## src/sv/rcfd_pkg.sv

```systemverilog
// ----------------------------------------------------------------------------
// rcfd_pkg
// shared constants and types of the remote command frame decoder
// ----------------------------------------------------------------------------
`timescale 1ns / 1ps

package rcfd_pkg;

  localparam int unsigned FRAME_LENGTH = 12;
  localparam int unsigned POS_W        = 4;
  localparam int unsigned NUM_CH       = 4;
  localparam int unsigned CH_W         = 11;
  localparam int unsigned PAYLOAD_LEN  = 7;

  localparam logic [7:0] HDR0 = 8'h24;  // '$'
  localparam logic [7:0] HDR1 = 8'h4D;  // 'M'
  localparam logic [7:0] HDR2 = 8'h3C;  // '<'

  localparam logic [POS_W-1:0] POS_HDR0 = POS_W'(0);
  localparam logic [POS_W-1:0] POS_HDR1 = POS_W'(1);
  localparam logic [POS_W-1:0] POS_HDR2 = POS_W'(2);
  localparam logic [POS_W-1:0] POS_BODY = POS_W'(3);
  localparam logic [POS_W-1:0] POS_CSUM = POS_W'(FRAME_LENGTH - 1);

  localparam logic [CH_W-1:0] CH_LOW = CH_W'(1000);
  localparam logic [CH_W-1:0] CH_MID = CH_W'(1500);

  typedef enum logic [7:0] {
    CMD_MOTOR   = 8'd0,
    CMD_STICK   = 8'd1,
    CMD_ARM     = 8'd2,
    CMD_DISARM  = 8'd3,
    CMD_CAL     = 8'd4,
    CMD_LED     = 8'd5,
    CMD_COLOR   = 8'd6,
    CMD_ALT_ON  = 8'd7,
    CMD_ALT_OFF = 8'd8,
    CMD_BEEP    = 8'd9
  } cmd_t;

  typedef enum logic [1:0] {
    ST_APPLIED  = 2'd0,
    ST_BAD_CSUM = 2'd1,
    ST_UNKNOWN  = 2'd2
  } status_t;

  // payload[0..3] channels, [4] led, [5] color, [6] beep
  typedef struct packed {
    logic [7:0]                  cmd;
    logic [PAYLOAD_LEN-1:0][7:0] payload;
    logic                        csum_ok;
  } frame_t;

endpackage

```

## src/sv/rcfd_framer.sv

```systemverilog
// ----------------------------------------------------------------------------
// rcfd_framer
// header hunt, body capture and xor check; hands one frame per checksum byte
// ----------------------------------------------------------------------------
`timescale 1ns / 1ps

module rcfd_framer (
  input  logic                  clk,
  input  logic                  rst,
  input  logic                  in_valid,
  output logic                  in_stall,
  input  logic [7:0]            rx_byte,
  input  logic                  adv,
  output logic                  frame_valid,
  output rcfd_pkg::frame_t      frame
);

  logic [rcfd_pkg::POS_W-1:0] pos;
  logic [rcfd_pkg::POS_W-1:0] pos_next;
  logic [7:0]                 rxor;
  logic [7:0]                 rxor_next;
  logic [7:0]                 body [rcfd_pkg::PAYLOAD_LEN+1];
  logic [rcfd_pkg::POS_W-1:0] body_off;
  logic                       accept;
  logic                       in_body;
  logic                       complete;
  rcfd_pkg::frame_t           frame_next;

  assign in_stall = frame_valid && !adv;
  assign accept   = in_valid && !in_stall;
  assign in_body  = (pos >= rcfd_pkg::POS_BODY) && (pos < rcfd_pkg::POS_CSUM);
  assign body_off = pos - rcfd_pkg::POS_BODY;

  always_comb begin
    pos_next  = pos;
    rxor_next = rxor;
    complete  = 1'b0;
    if (accept) begin
      if (pos == rcfd_pkg::POS_HDR0) begin
        pos_next = (rx_byte == rcfd_pkg::HDR0) ? rcfd_pkg::POS_HDR1 : rcfd_pkg::POS_HDR0;
      end else if (pos == rcfd_pkg::POS_HDR1) begin
        pos_next = (rx_byte == rcfd_pkg::HDR1) ? rcfd_pkg::POS_HDR2 : rcfd_pkg::POS_HDR0;
      end else if (pos == rcfd_pkg::POS_HDR2) begin
        pos_next = (rx_byte == rcfd_pkg::HDR2) ? rcfd_pkg::POS_BODY : rcfd_pkg::POS_HDR0;
      end else if (in_body) begin
        pos_next  = pos + rcfd_pkg::POS_W'(1);
        rxor_next = (pos == rcfd_pkg::POS_BODY) ? rx_byte : (rxor ^ rx_byte);
      end else begin
        pos_next  = rcfd_pkg::POS_HDR0;
        rxor_next = 8'h00;
        complete  = 1'b1;
      end
    end
  end

  always_comb begin
    frame_next.cmd     = body[0];
    frame_next.csum_ok = (rxor == rx_byte);
    for (int k = 0; k < rcfd_pkg::PAYLOAD_LEN; k++) begin
      frame_next.payload[k] = body[k+1];
    end
  end

  always_ff @(posedge clk) begin
    if (rst) begin
      pos         <= rcfd_pkg::POS_HDR0;
      rxor        <= 8'h00;
      frame_valid <= 1'b0;
    end else begin
      pos         <= pos_next;
      rxor        <= rxor_next;
      frame_valid <= complete || (frame_valid && !adv);
    end
  end

  always_ff @(posedge clk) begin
    if (accept && in_body) begin
      body[body_off[2:0]] <= rx_byte;
    end
    if (complete) begin
      frame <= frame_next;
    end
  end

`ifndef NO_ASSERTIONS
  a_csum_restarts: assert property (@(posedge clk) disable iff (rst)
    accept && pos == rcfd_pkg::POS_CSUM |=> pos == rcfd_pkg::POS_HDR0 && frame_valid)
    else $error("checksum byte did not close the frame");

  a_frame_held: assert property (@(posedge clk) disable iff (rst)
    frame_valid && !adv |=> frame_valid && $stable(frame))
    else $error("pending frame lost or changed");

  a_pos_range: assert property (@(posedge clk) disable iff (rst)
    pos <= rcfd_pkg::POS_CSUM)
    else $error("byte position out of frame");
`endif

endmodule

```

## src/sv/rcfd_exec.sv

```systemverilog
// ----------------------------------------------------------------------------
// rcfd_exec
// applies a checked frame to the kept remote state and holds the result
// ----------------------------------------------------------------------------
`timescale 1ns / 1ps

module rcfd_exec (
  input  logic                        clk,
  input  logic                        rst,
  input  logic                        frame_valid,
  input  rcfd_pkg::frame_t            frame,
  output logic                        adv,
  output logic                        out_valid,
  input  logic                        out_stall,
  output logic [rcfd_pkg::CH_W-1:0]   motor_roll,
  output logic [rcfd_pkg::CH_W-1:0]   motor_pitch,
  output logic [rcfd_pkg::CH_W-1:0]   motor_throttle,
  output logic [rcfd_pkg::CH_W-1:0]   motor_yaw,
  output logic                        armed,
  output logic                        direct_motor_mode,
  output logic                        calibrate_request,
  output logic                        altitude_hold,
  output logic [7:0]                  led_mode,
  output logic [7:0]                  color_value,
  output logic [7:0]                  beep_value,
  output logic [1:0]                  frame_status
);

  logic [rcfd_pkg::NUM_CH-1:0][rcfd_pkg::CH_W-1:0] ch, ch_next;
  logic             arm, arm_next;
  logic             dmode, dmode_next;
  logic             cal, cal_next;
  logic             alt, alt_next;
  logic [7:0]       led, led_next;
  logic [7:0]       color, color_next;
  logic [7:0]       beep, beep_next;
  rcfd_pkg::status_t status, status_next;
  logic             fire;

  assign adv  = !out_valid || !out_stall;
  assign fire = frame_valid && adv;

  always_comb begin
    ch_next     = ch;
    arm_next    = arm;
    dmode_next  = dmode;
    cal_next    = cal;
    alt_next    = alt;
    led_next    = led;
    color_next  = color;
    beep_next   = beep;
    status_next = rcfd_pkg::ST_APPLIED;
    if (!frame.csum_ok) begin
      status_next = rcfd_pkg::ST_BAD_CSUM;
    end else begin
      case (frame.cmd)
        rcfd_pkg::CMD_MOTOR, rcfd_pkg::CMD_STICK: begin
          for (int k = 0; k < rcfd_pkg::NUM_CH; k++) begin
            ch_next[k] = rcfd_pkg::CH_LOW
                       + {1'b0, frame.payload[k], 2'b00};
          end
          dmode_next = (frame.cmd == rcfd_pkg::CMD_MOTOR);
        end
        rcfd_pkg::CMD_ARM: begin
          if (!arm) begin
            arm_next   = 1'b1;
            dmode_next = 1'b0;
            ch_next    = {rcfd_pkg::CH_LOW, rcfd_pkg::CH_MID,
                          rcfd_pkg::CH_MID, rcfd_pkg::CH_MID};
          end
        end
        rcfd_pkg::CMD_DISARM: begin
          arm_next = 1'b0;
          ch_next  = {rcfd_pkg::NUM_CH{rcfd_pkg::CH_LOW}};
        end
        rcfd_pkg::CMD_CAL:     cal_next   = 1'b1;
        rcfd_pkg::CMD_LED:     led_next   = frame.payload[4];
        rcfd_pkg::CMD_COLOR:   color_next = frame.payload[5];
        rcfd_pkg::CMD_ALT_ON:  alt_next   = 1'b1;
        rcfd_pkg::CMD_ALT_OFF: alt_next   = 1'b0;
        rcfd_pkg::CMD_BEEP:    beep_next  = frame.payload[6];
        default:               status_next = rcfd_pkg::ST_UNKNOWN;
      endcase
    end
  end

  always_ff @(posedge clk) begin
    if (rst) begin
      ch        <= {rcfd_pkg::NUM_CH{rcfd_pkg::CH_LOW}};
      arm       <= 1'b0;
      dmode     <= 1'b0;
      cal       <= 1'b0;
      alt       <= 1'b0;
      led       <= 8'h00;
      color     <= 8'h00;
      beep      <= 8'h00;
      status    <= rcfd_pkg::ST_APPLIED;
      out_valid <= 1'b0;
    end else begin
      if (fire) begin
        ch     <= ch_next;
        arm    <= arm_next;
        dmode  <= dmode_next;
        cal    <= cal_next;
        alt    <= alt_next;
        led    <= led_next;
        color  <= color_next;
        beep   <= beep_next;
        status <= status_next;
      end
      out_valid <= fire || (out_valid && out_stall);
    end
  end

  assign motor_roll        = ch[0];
  assign motor_pitch       = ch[1];
  assign motor_throttle    = ch[2];
  assign motor_yaw         = ch[3];
  assign armed             = arm;
  assign direct_motor_mode = dmode;
  assign calibrate_request = cal;
  assign altitude_hold     = alt;
  assign led_mode          = led;
  assign color_value       = color;
  assign beep_value        = beep;
  assign frame_status      = status;

`ifndef NO_ASSERTIONS
  a_cal_sticky: assert property (@(posedge clk) disable iff (rst)
    cal |=> cal)
    else $error("calibration request cleared");

  a_bad_csum_no_change: assert property (@(posedge clk) disable iff (rst)
    fire && !frame.csum_ok |=> $stable(ch) && $stable(arm) && $stable(led)
      && status == rcfd_pkg::ST_BAD_CSUM)
    else $error("state changed on checksum mismatch");

  a_arm_only_by_cmd: assert property (@(posedge clk) disable iff (rst)
    !arm && !(fire && frame.csum_ok && frame.cmd == rcfd_pkg::CMD_ARM) |=> !arm)
    else $error("armed without an arm request");
`endif

endmodule

```

## src/sv/remote_command_frame_decoder_unit.sv

```systemverilog
// ----------------------------------------------------------------------------
// remote_command_frame_decoder_unit: one byte accepted per cycle unless
// in_stall; the checksum byte loads the frame register, which then feeds the
// result register; sync reset hunts for the header, channels at 1000
// ----------------------------------------------------------------------------
`timescale 1ns / 1ps

module remote_command_frame_decoder_unit (
  input  logic                        clk,
  input  logic                        rst,
  input  logic                        in_valid,
  output logic                        in_stall,
  input  logic [7:0]                  rx_byte,
  output logic                        out_valid,
  input  logic                        out_stall,
  output logic [rcfd_pkg::CH_W-1:0]   motor_roll,
  output logic [rcfd_pkg::CH_W-1:0]   motor_pitch,
  output logic [rcfd_pkg::CH_W-1:0]   motor_throttle,
  output logic [rcfd_pkg::CH_W-1:0]   motor_yaw,
  output logic                        armed,
  output logic                        direct_motor_mode,
  output logic                        calibrate_request,
  output logic                        altitude_hold,
  output logic [7:0]                  led_mode,
  output logic [7:0]                  color_value,
  output logic [7:0]                  beep_value,
  output logic [1:0]                  frame_status
);

  logic             adv;
  logic             frame_valid;
  rcfd_pkg::frame_t frame;

  rcfd_framer u_framer (
    .clk         (clk),
    .rst         (rst),
    .in_valid    (in_valid),
    .in_stall    (in_stall),
    .rx_byte     (rx_byte),
    .adv         (adv),
    .frame_valid (frame_valid),
    .frame       (frame)
  );

  rcfd_exec u_exec (
    .clk               (clk),
    .rst               (rst),
    .frame_valid       (frame_valid),
    .frame             (frame),
    .adv               (adv),
    .out_valid         (out_valid),
    .out_stall         (out_stall),
    .motor_roll        (motor_roll),
    .motor_pitch       (motor_pitch),
    .motor_throttle    (motor_throttle),
    .motor_yaw         (motor_yaw),
    .armed             (armed),
    .direct_motor_mode (direct_motor_mode),
    .calibrate_request (calibrate_request),
    .altitude_hold     (altitude_hold),
    .led_mode          (led_mode),
    .color_value       (color_value),
    .beep_value        (beep_value),
    .frame_status      (frame_status)
  );

endmodule
```

## config.mk

```make
export PLATFORM = sky130hd
export DESIGN_NAME = remote_command_frame_decoder_unit
export DESIGN_NICKNAME = d
export VERILOG_FILES = /design/src/sv/rcfd_pkg.sv /design/src/sv/rcfd_framer.sv /design/src/sv/rcfd_exec.sv /design/src/sv/remote_command_frame_decoder_unit.sv
export SDC_FILE = /design/constraint.sdc
export NUM_CORES = 1
export LEC_CHECK = 0
export BUFFER_PORTS_ARGS = -buffer_cell sky130_fd_sc_hd__buf_2
export CELL_PAD_IN_SITES_DETAIL_PLACEMENT = 1
export CELL_PAD_IN_SITES_GLOBAL_PLACEMENT = 1
export CORE_MARGIN = 2
export CORE_UTILIZATION = 50
export CTS_BUF_LIST = sky130_fd_sc_hd__clkbuf_16
export DETAILED_ROUTE_END_ITERATION = 16
export GPL_TIMING_DRIVEN = 0
export PLACE_DENSITY = 0.86
export SYNTH_ARGS = -nofsm -noshare
export SYNTH_HDL_FRONTEND = slang
export SYNTH_HIERARCHICAL = 1
export SYNTH_SLANG_ARGS = --single-unit
```

## constraint.sdc

```tcl
create_clock -name clk -period 5.3 [get_ports clk]
set_input_delay 0.53 -clock clk [delete_from_list [all_inputs] [get_ports clk]]
set_output_delay 0.53 -clock clk [all_outputs]
set_load 0.05 [all_outputs]
```

Word-level counts from Yosys, hierarchy flattened
Memory sizes are Yosys's and may differ from the RTL's. A register that Yosys moved wholly into a read port is not among the register bits.
Index checks and enable logic that the tools add are counted.
{ "op_classes": {"order_cmp": 2, "add_sub_neg": 6, "eq_ne": 17, "reduce_logical": 30, "bitwise": 4, "muxes": 24} }
{ "op_table": {"columns": ["cell", "n"], "rows": [
  ["one-hot mux 44 bit (3 select lines)", 1],
  ["adder 10 x 10 -> 11 bit, first input constant", 4],
  ["2-to-1 mux 44 bit", 1],
  ["== test 8 x 3 -> 1 bit, second input constant", 4],
  ["AND reduction 3 bit", 6],
  ["== test 8 x 2 -> 1 bit, second input constant", 2],
  ["== test 8 x 4 -> 1 bit, second input constant", 2],
  ["== test 8 x 6 -> 1 bit, second input constant", 2],
  ["2-to-1 mux 4 bit", 4],
  ["2-to-1 mux 8 bit", 2],
  ["AND reduction 4 bit", 3],
  ["OR reduction 10 bit", 1],
  ["2-to-1 mux 1 bit", 9],
  ["== test 4 x 2 -> 1 bit, second input constant", 2],
  ["== test 8 x 1 -> 1 bit, second input constant", 1],
  ["== test 8 x 7 -> 1 bit, second input constant", 1],
  ["== test 8 bit", 1],
  ["logical NOT 8 bit", 1],
  ["2-to-1 mux 2 bit", 4],
  ["XOR 8 bit", 1],
  ["logical AND 1 bit", 6],
  ["one-hot mux 1 bit (2 select lines)", 3],
  ["nonzero test 2 bit", 3],
  ["adder 4 x 1 -> 4 bit, second input constant", 1],
  ["other kinds (11)", 18]
]} }
{ "word_totals": {"out_inout_bits": 76, "ram_bits": 64, "regBits": 89, "mem_count": 1, "inputBits": 12} }
{ "memory_table": {"columns": ["name", "words", "width", "rd", "rd_ports_with_merged_regs", "wr", "line_no", "rtl"], "rows": [
  ["u_framer.body", 8, 8, 8, 8, 1, "rcfd_framer.sv:22", "logic [7:0] body [rcfd_pkg::PAYLOAD_LEN+1];"]
]} }

Depth between registers and ports, before layout
Gate-level depths: netlist of run 1.
{ "depth": {"word_depth": 9, "ltp_mapped": 8, "mapped_depth_nobuf": 6} }

Cells and area by module
Netlist of run 1, hierarchy kept.
{ "by_module_without_submodules": {"columns": ["mod", "n_inst", "cells_per_inst", "area_per_inst_um2"], "rows": [
  ["rcfd_framer", 1, 264, 5049.8],
  ["rcfd_exec", 1, 363, 3205.6]
]} }

Worst setup path before layout of run 1
Ideal clock, no wire load.
{ "synth_path": {"kind": "register -> register", "start": "register u_framer/pos[0] (netlist bit)", "end": "register u_framer/frame[0] (netlist name)", "setup_slack_ns": 1.756, "t_arrival_ns": 3.112, "setup_time_ns": 0.431, "path_stages_with_launch": 7, "synth_period_minus_slack_ns": 3.544, "path_cell_list": "dfxtp_1 clkbuf_1 inv_1 ha_1 o31ai_1 buf_2 and3_1"} }
{ "synth_via": {"elab_chain_cells": 7, "word_cells_on_any_way": 11, "classes_between": "2 x order compare; 2 x eq/ne; 5 x mux; 2 x reduce/logical"} }
{ "synth_rtl": {"columns": ["element", "line_no", "rtl"], "rows": [
  ["start: declaration", "rcfd_framer.sv:18", "logic [rcfd_pkg::POS_W-1:0] pos;"],
  ["start signal: assignment", "rcfd_framer.sv:66", "pos <= rcfd_pkg::POS_HDR0;"],
  ["start signal: assignment", "rcfd_framer.sv:70", "pos <= pos_next;"],
  ["greater-or-equal comparator 4 x 2 -> 1 bit / less-than comparator 4 bit (equally long branches)", "rcfd_framer.sv:31", "assign in_body = (pos >= rcfd_pkg::POS_BODY) && (pos < rcfd_pkg::POS_CSUM);"],
  ["logical AND 1 bit", "rcfd_framer.sv:31", null],
  ["2-to-1 mux 1 bit", "rcfd_framer.sv:45", "end else if (in_body) begin"],
  ["2-to-1 mux 1 bit", "rcfd_framer.sv:43", "end else if (pos == rcfd_pkg::POS_HDR2) begin"],
  ["2-to-1 mux 1 bit", "rcfd_framer.sv:41", "end else if (pos == rcfd_pkg::POS_HDR1) begin"],
  ["2-to-1 mux 1 bit (*)", "rcfd_framer.sv:39", "if (pos == rcfd_pkg::POS_HDR0) begin"],
  ["2-to-1 mux 1 bit (*)", "rcfd_framer.sv:38", "if (accept) begin"],
  ["via u_framer.complete", "rcfd_framer.sv:26", "logic complete;"]
]} }
The timed path passes the listed nets; every way through them passes the cells marked *.
A chain may end at the register's enable or synchronous reset.

Final worst setup path of run 1
{ "layout_path": {"start": "register u_framer/pos[0] (netlist bit)", "end": "register u_framer/frame[10] (netlist name)"} }
{ "layout_via": {"elab_chain_cells": 7, "word_cells_on_any_way": 11, "classes_between": "2 x order compare; 2 x eq/ne; 5 x mux; 2 x reduce/logical"} }
{ "layout_rtl": {"columns": ["element", "line_no"], "rows": [
  ["greater-or-equal comparator 4 x 2 -> 1 bit / less-than comparator 4 bit (equally long branches)", "rcfd_framer.sv:31"],
  ["logical AND 1 bit", "rcfd_framer.sv:31"],
  ["2-to-1 mux 1 bit", "rcfd_framer.sv:45"],
  ["2-to-1 mux 1 bit", "rcfd_framer.sv:43"],
  ["2-to-1 mux 1 bit", "rcfd_framer.sv:41"],
  ["2-to-1 mux 1 bit (*)", "rcfd_framer.sv:39"],
  ["2-to-1 mux 1 bit (*)", "rcfd_framer.sv:38"],
  ["via u_framer.complete", "rcfd_framer.sv:26"]
]} }
Marked as above.

==> impl_metrics.env, run 1 <==
export IMPL_status="finished, final reports clean"
export IMPL_fin_nets=761
export IMPL_netlist_area_mm2=0.00826
export IMPL_synth_cells=627
export IMPL_p_switching_mw=0.653
export IMPL_numCtsBuffers=21
export IMPL_synthArstFlopShare=0
export IMPL_hold_start="out_stall"
export IMPL_final_area_mm2=0.00965
export IMPL_dr_first_iter_drc_count=513
export IMPL_ys_types=64
export IMPL_vdd_drop_max_mv=0.200
export IMPL_grt_ovfl_total=0
export IMPL_finalCritPeriodShare=0.660
export IMPL_start_kind="register"
export IMPL_synth_top_area_share=0.469
export IMPL_seq_area_frac_synth=0.663
export IMPL_p_leak_nw=3.36
export IMPL_crit_type="register to register"
export IMPL_p_sw_frac=0.207
export IMPL_max_freq_ghz=0.286
export IMPL_worstPathArrival_ps=3690
export IMPL_drt_wirelength_per_cell_um=23.0
export IMPL_cts_buffer_depth=3
export IMPL_core_area_mm2=0.0160
export IMPL_ios=88
export IMPL_fp_dieArea_mm2=0.0176
export IMPL_path_clk_slew_ps=70
export IMPL_r2r_slack_ps=1800
export IMPL_drcViolationCount=0
export IMPL_synth_edf_count=129
export IMPL_slew_headroom=0.177
export IMPL_routabilityCongestion=0.903
export IMPL_drt_met1_wl_mm=9.25
export IMPL_initial_core_util=0.516
export IMPL_ant_nets=0
export IMPL_cts_tree="done"
export IMPL_holdWs_ps=340
export IMPL_worst_pin_slew_ps=1220
export IMPL_setup_viol=0
export IMPL_clkLatencyLatePin_ps=500
export IMPL_p_int_mw=2.51
export IMPL_totalWireLength_mm=22.3
export IMPL_synth_top_area_cell="edfxtp_1"
export IMPL_timing_critical_path_fanout_max=39
export IMPL_hold_buffers=0
export IMPL_power_density_mw_per_mm2=328
export IMPL_fill_cells=1657
export IMPL_placed_area_mm2=0.00900
export IMPL_grt_max_degree=40
export IMPL_wl_met2_mm=11.2
export IMPL_cts_sinks=209
export IMPL_cts_setup_buffers=0
export IMPL_die_w_um=132
export IMPL_via_per_inst=5.94
export IMPL_hold_depth=3
export IMPL_hold_end="u_exec/out_valid$_SDFF_PP0_"
export IMPL_clock_power_share=0.433
export IMPL_row_count=46
export IMPL_first_pass_iters=5
export IMPL_grt_pass1_wl_mm=34.7
export IMPL_post_dp_hpwl_mm=15.0
export IMPL_io_buffers=79
export IMPL_timing_rr_start="u_framer/pos[0]$_SDFFE_PP0P_"
export IMPL_cap_violations=0
export IMPL_h_tree_depth=1
export IMPL_dominantRegCellSynth="edfxtp_1"
export IMPL_r2r_end="u_framer/frame[10]$_DFFE_PP_"
export IMPL_first_global_vias=6092
export IMPL_syn2layout_area_growth_pct=16.9
export IMPL_setup_tns_ps=0
export IMPL_synthTopCellsByCount="edfxtp_1 (129), dfxtp_1 (80), a21oi_1 (52), o21ai_0 (32), xnor2_1 (28)"
export IMPL_combPwrFrac=0.024
export IMPL_ys_ff_latch=209
export IMPL_min_period_ps=3500
export IMPL_r2r_cells=7
export IMPL_insertedDiodeCount=0
export IMPL_top_layer="met4"
export IMPL_grt_usage=0.253
export IMPL_sequentialPowerShare=0.543
export IMPL_die_h_um=132
export IMPL_synth_avg_cell_area_um2=13.2
export IMPL_ys_top_cells_by_area="edfxtp_1 (47%), dfxtp_1 (19%), a21oi_1 (3.2%)"
export IMPL_rsz0062_at_grt="false"
export IMPL_yosys_warnings=6
export IMPL_yosysMostFrequentCell="edfxtp_1"
export IMPL_slew_viol_final=0
export IMPL_drive_gt1_frac=0.209
export IMPL_worst_ep_required_time_ps=5490
export IMPL_fin_util=0.603
export IMPL_route_vias_total=5776
export IMPL_finalHoldViolCount=0
export IMPL_finalClockSkew_ps=16.0
export IMPL_antenna_found_initial=0
export IMPL_post_cts_resized=0
export IMPL_hold_path_class="primary input to register"
export IMPL_end_kind="register"
export IMPL_wl_met3_mm=1.21
export IMPL_clock_root_buffer="clkbuf_16"
==> layout make-up <==
| cell class | instances | area, um2 | share of cell area |
|---|---|---|---|
| Sequential cell | 209 | 5480 | 0.568 |
| Multi-Input combinational cell | 377 | 2550 | 0.265 |
| Clock buffer | 21 | 526 | 0.0545 |
| Timing Repair Buffer | 84 | 448 | 0.0464 |
| Tap cell | 216 | 270 | 0.0280 |
| Buffer | 43 | 246 | 0.0256 |
| Clock inverter | 17 | 109 | 0.0113 |
| Inverter | 5 | 18.8 | 0.00195 |
==> cell usage in the layout (no fill, tap or decap), types with 8 or more instances in the layout <==
master and count:
nor3b_1 9, clkbuf_1 16, clkbuf_16 21, xnor2_1 28
ha_1 8, buf_2 92, dfxtp_1 80, edfxtp_1 129
nand2_1 14, nand3_1 12, a32o_1 8, nand4_1 11
conb_1 8, nor3_1 14, buf_4 10, nor2b_1 11
a211oi_1 9, xor2_1 9, nand2b_1 22, o21ai_0 32
mux2i_1 8, nor2_1 26, a22o_1 8, a21oi_1 52
==> kinds of logic after synthesis <==
kind of cell	share of synthesized area
xor+xnor	0.0393
compound gates	0.125
buf+inv	0.0321
fa+ha+maj	0.0121
simple gates	0.118
mux	0.00970
flops	0.663
other cells	0.000454
==> stage by stage <==
step | power, mW | std cells | setup WS (ps)
6_report | 3.16 | 972 | 1800
5_1_grt | 3.24 | 972 | 1680
4_1_cts | 3.18 | 971 | 1870
3_5_place_dp | 1.83 | 933 | 2000
3_3_place_gp | 1.82 | 929 | 999
2_1_floorplan | 1.79 | 634 | 1760
==> critical path, cell delays in order (launching register included) <==
cell and delay [ps]:
dfxtp_1 360, clkbuf_1 410, inv_1 170, ha_1 290
o31ai_1 440, buf_2 330, and3_2 890, buf_16 270
==> worst max-delay path by stage <==
stage / start / endpoint / slack [ps] / depth (start not counted)
6_report: u_framer/pos[0]$_SDFFE_PP0P_ / u_framer/frame[10]$_DFFE_PP_ / 1800 / 7
5_1_grt: u_framer/pos[0]$_SDFFE_PP0P_ / u_framer/frame[10]$_DFFE_PP_ / 1680 / 7
4_1_cts: u_framer/pos[0]$_SDFFE_PP0P_ / u_framer/frame[10]$_DFFE_PP_ / 1870 / 7
3_5_place_dp: u_framer/pos[0]$_SDFFE_PP0P_ / u_framer/frame[29]$_DFFE_PP_ / 2000 / 7
3_3_place_gp: u_framer/pos[0]$_SDFFE_PP0P_ / u_framer/frame[32]$_DFFE_PP_ / 1000 / 6
2_1_floorplan: u_framer/pos[0]$_SDFFE_PP0P_ / u_framer/frame[0]$_DFFE_PP_ / 1760 / 6
==> power by group through the flow <==
stage / logic [mW] / registers (mW) / clock network (mW)
final: 0.0770 / 1.71 / 1.37
after global routing: 0.0815 / 1.71 / 1.44
after CTS: 0.0762 / 1.71 / 1.39
after detailed placement: 0.0752 / 1.75 / 0
after global placement: 0.0725 / 1.75 / 0
after floorplan: 0.0436 / 1.75 / 0
==> state kept, by name, summed over array words and instances (netlist names), 2 cells and up <==
name,cells
u_framer/frame,65
u_framer/body,64
u_exec/motor_pitch,9
u_exec/motor_roll,9
u_exec/motor_throttle,9
u_exec/motor_yaw,9
u_exec/beep_value,8
u_exec/color_value,8
u_exec/led_mode,8
u_framer/rxor,8
u_framer/pos,4
u_exec/frame_status,2
==> routing by layer <==
layer	track usage	vias up
met4	0.0944	0
met1	0.322	2919
li1	-	2578
met5	0	-
met3	0.0383	49
met2	0.440	230
(Power assumes the default switching activity.)
==> inputs of run 2 (changes only) <==
--- a/config.mk
+++ b/config.mk
@@ -9,11 +9,11 @@
 export CELL_PAD_IN_SITES_DETAIL_PLACEMENT = 1
 export CELL_PAD_IN_SITES_GLOBAL_PLACEMENT = 1
 export CORE_MARGIN = 2
-export CORE_UTILIZATION = 50
+export CORE_UTILIZATION = 43
 export CTS_BUF_LIST = sky130_fd_sc_hd__clkbuf_16
 export DETAILED_ROUTE_END_ITERATION = 16
 export GPL_TIMING_DRIVEN = 0
-export PLACE_DENSITY = 0.86
+export PLACE_DENSITY = 0.79
 export SYNTH_ARGS = -nofsm -noshare
 export SYNTH_HDL_FRONTEND = slang
 export SYNTH_HIERARCHICAL = 1
==> constraint.sdc (replaced) <==
create_clock -name clk -period 3.2 [get_ports clk]
set_input_delay 0.32 -clock clk [delete_from_list [all_inputs] [get_ports clk]]
set_output_delay 0.32 -clock clk [all_outputs]
set_load 0.05 [all_outputs]
==> run 2 against run 1 <==
First-iteration DRC count is 21% lower; count of clock-buffer cells in the layout is 1 higher; register-to-register slack worse by 1500 ps; fmax is 19% higher; combinational power is 66% higher; highest routed layer unchanged.
==> impl_metrics.env, run 2 (same netlist as run 1, synthesis figures left out) <==
export IMPL_regMostFlops="u_framer/frame"
export IMPL_routabilityCongestion=0.829
export IMPL_clkLatencyLatePin_ps=530
export IMPL_p_leak_nw=3.39
export IMPL_rsz0062_at_grt="false"
export IMPL_cts_tree="done"
export IMPL_min_period_ps=2930
export IMPL_cap_violations=0
export IMPL_antenna_found_initial=0
export IMPL_ant_nets=0
export IMPL_power_mw=5.56
export IMPL_crit_type="register to register"
export IMPL_worst_ep_required_time_ps=3330
export IMPL_insertedDiodeCount=0
export IMPL_cts_buffer_depth=3
export IMPL_status="finished, final reports clean"
export IMPL_setup_viol=0
export IMPL_first_global_vias=5892
export IMPL_drt_wirelength_per_cell_um=22.0
export IMPL_fp_dieArea_mm2=0.0203
export IMPL_slew_viol_final=0
export IMPL_hold_path_class="primary input to register"
export IMPL_layout_common_cells="edfxtp_1 (129), buf_2 (91), dfxtp_1 (80), a21oi_1 (52), o21ai_0 (32)"
export IMPL_fin_nets=762
export IMPL_grt_ovfl_total=0
export IMPL_place_inst=949
export IMPL_grt_pass1_wl_mm=33.3
export IMPL_timing_critical_path_fanout_max=33
export IMPL_totalWireLength_mm=21.8
export IMPL_dr_first_iter_drc_count=407
export IMPL_start_kind="register"
export IMPL_die_h_um=143
export IMPL_end_kind="register"
export IMPL_hold_buffers=0
export IMPL_setup_tns_ps=0
export IMPL_via_per_inst=5.68
export IMPL_cts_sinks=209
export IMPL_instances_no_fill=992
export IMPL_post_dp_hpwl_mm=14.3
export IMPL_cts_setup_buffers=0
export IMPL_h_tree_depth=1
export IMPL_path_clk_slew_ps=60
export IMPL_initial_core_util=0.440
export IMPL_vdd_drop_max_mv=0.371
export IMPL_largest_register_ffs=65
export IMPL_grt_usage=0.212
export IMPL_drcViolationCount=0
export IMPL_die_w_um=143
export IMPL_power_density_mw_per_mm2=570
export IMPL_route_vias_total=5637
export IMPL_finalCritPeriodShare=0.916
export IMPL_finalClockSkew_ps=33.1
export IMPL_slew_headroom=0.164
export IMPL_finalHoldViolCount=0
export IMPL_syn2layout_area_growth_pct=18.3
export IMPL_worst_pin_slew_ps=1250
export IMPL_max_freq_ghz=0.341
export IMPL_first_pass_iters=4
export IMPL_layout_cells_most_common="edfxtp_1"
export IMPL_worstPathArrival_ps=3070
export IMPL_grt_max_degree=67
export IMPL_io_buffers=79
export IMPL_ios=88
export IMPL_core_area_mm2=0.0188
export IMPL_clock_root_buffer="clkbuf_16"
export IMPL_numCtsBuffers=22
export IMPL_drive_gt1_frac=0.212
export IMPL_row_count=50
==> run 2: through the flow <==
step	instance area [um2]	worst slack, ps	hold slack [ps]	utilization
after CTS	9730	43.8	113	0.518
after global placement	8970	-154	401	0.478
after floorplan	8280	378	389	-
final	9770	268	125	0.520
after global routing	9770	106	142	0.520
after detailed placement	8990	-325	406	0.479
==> run 2: where the power goes <==
group,total (mW),internal [mW],switching (mW),leakage (nW)
clock,2.60,1.51,1.08,0.365
sequential,2.84,2.84,0.000314,1.80
combinational,0.128,0.0335,0.0945,1.23
==> run 2: area by class of cell <==
type	count	area, um2
buffer	43	246
clock buffer	22	551
clock inverter	18	184
fill	1921	9000
inverter	5	18.8
multi-input combinational	378	2570
sequential	209	5480
tap	234	293
timing repair buffer	83	423
==> run 2: critical path, cell delays in order, from the launching register on <==
cell	delay [ps]
dfxtp_1	360
clkbuf_1	430
inv_1	170
ha_1	290
o31ai_1	380
buf_2	330
and3_4	580
==> run 2: final timing paths <==
kind	startpoint	to	slack (ps)	cells past startpoint
setup / recovery	u_framer/pos[0]$_SDFFE_PP0P_	u_framer/frame[34]$_DFFE_PP_	270	6
hold / removal	out_stall	u_exec/out_valid$_SDFF_PP0_	120	3
setup reg to reg	u_framer/pos[0]$_SDFFE_PP0P_	u_framer/frame[34]$_DFFE_PP_	270	6
hold reg to reg	u_framer/body[0][0]$_DFFE_PP_	u_framer/frame[57]$_DFFE_PP_	410	0
==> run 2: repair_timing <==
action | in CTS | in global routing
gates cloned | 0 | 1
endpoints found under the setup margin | 66 | 66
pin swaps | 0 | 0
gates resized for setup | 1 | 1
==> run 2: metal layers <==
metal | vias to the layer above | wire [um] | track usage
met5 | - | 0 | 0
met3 | 45 | 1180 | 0.0400
met2 | 186 | 10700 | 0.361
met4 | 0 | 617 | 0.0776
li1 | 2584 | - | -
met1 | 2822 | 9340 | 0.271
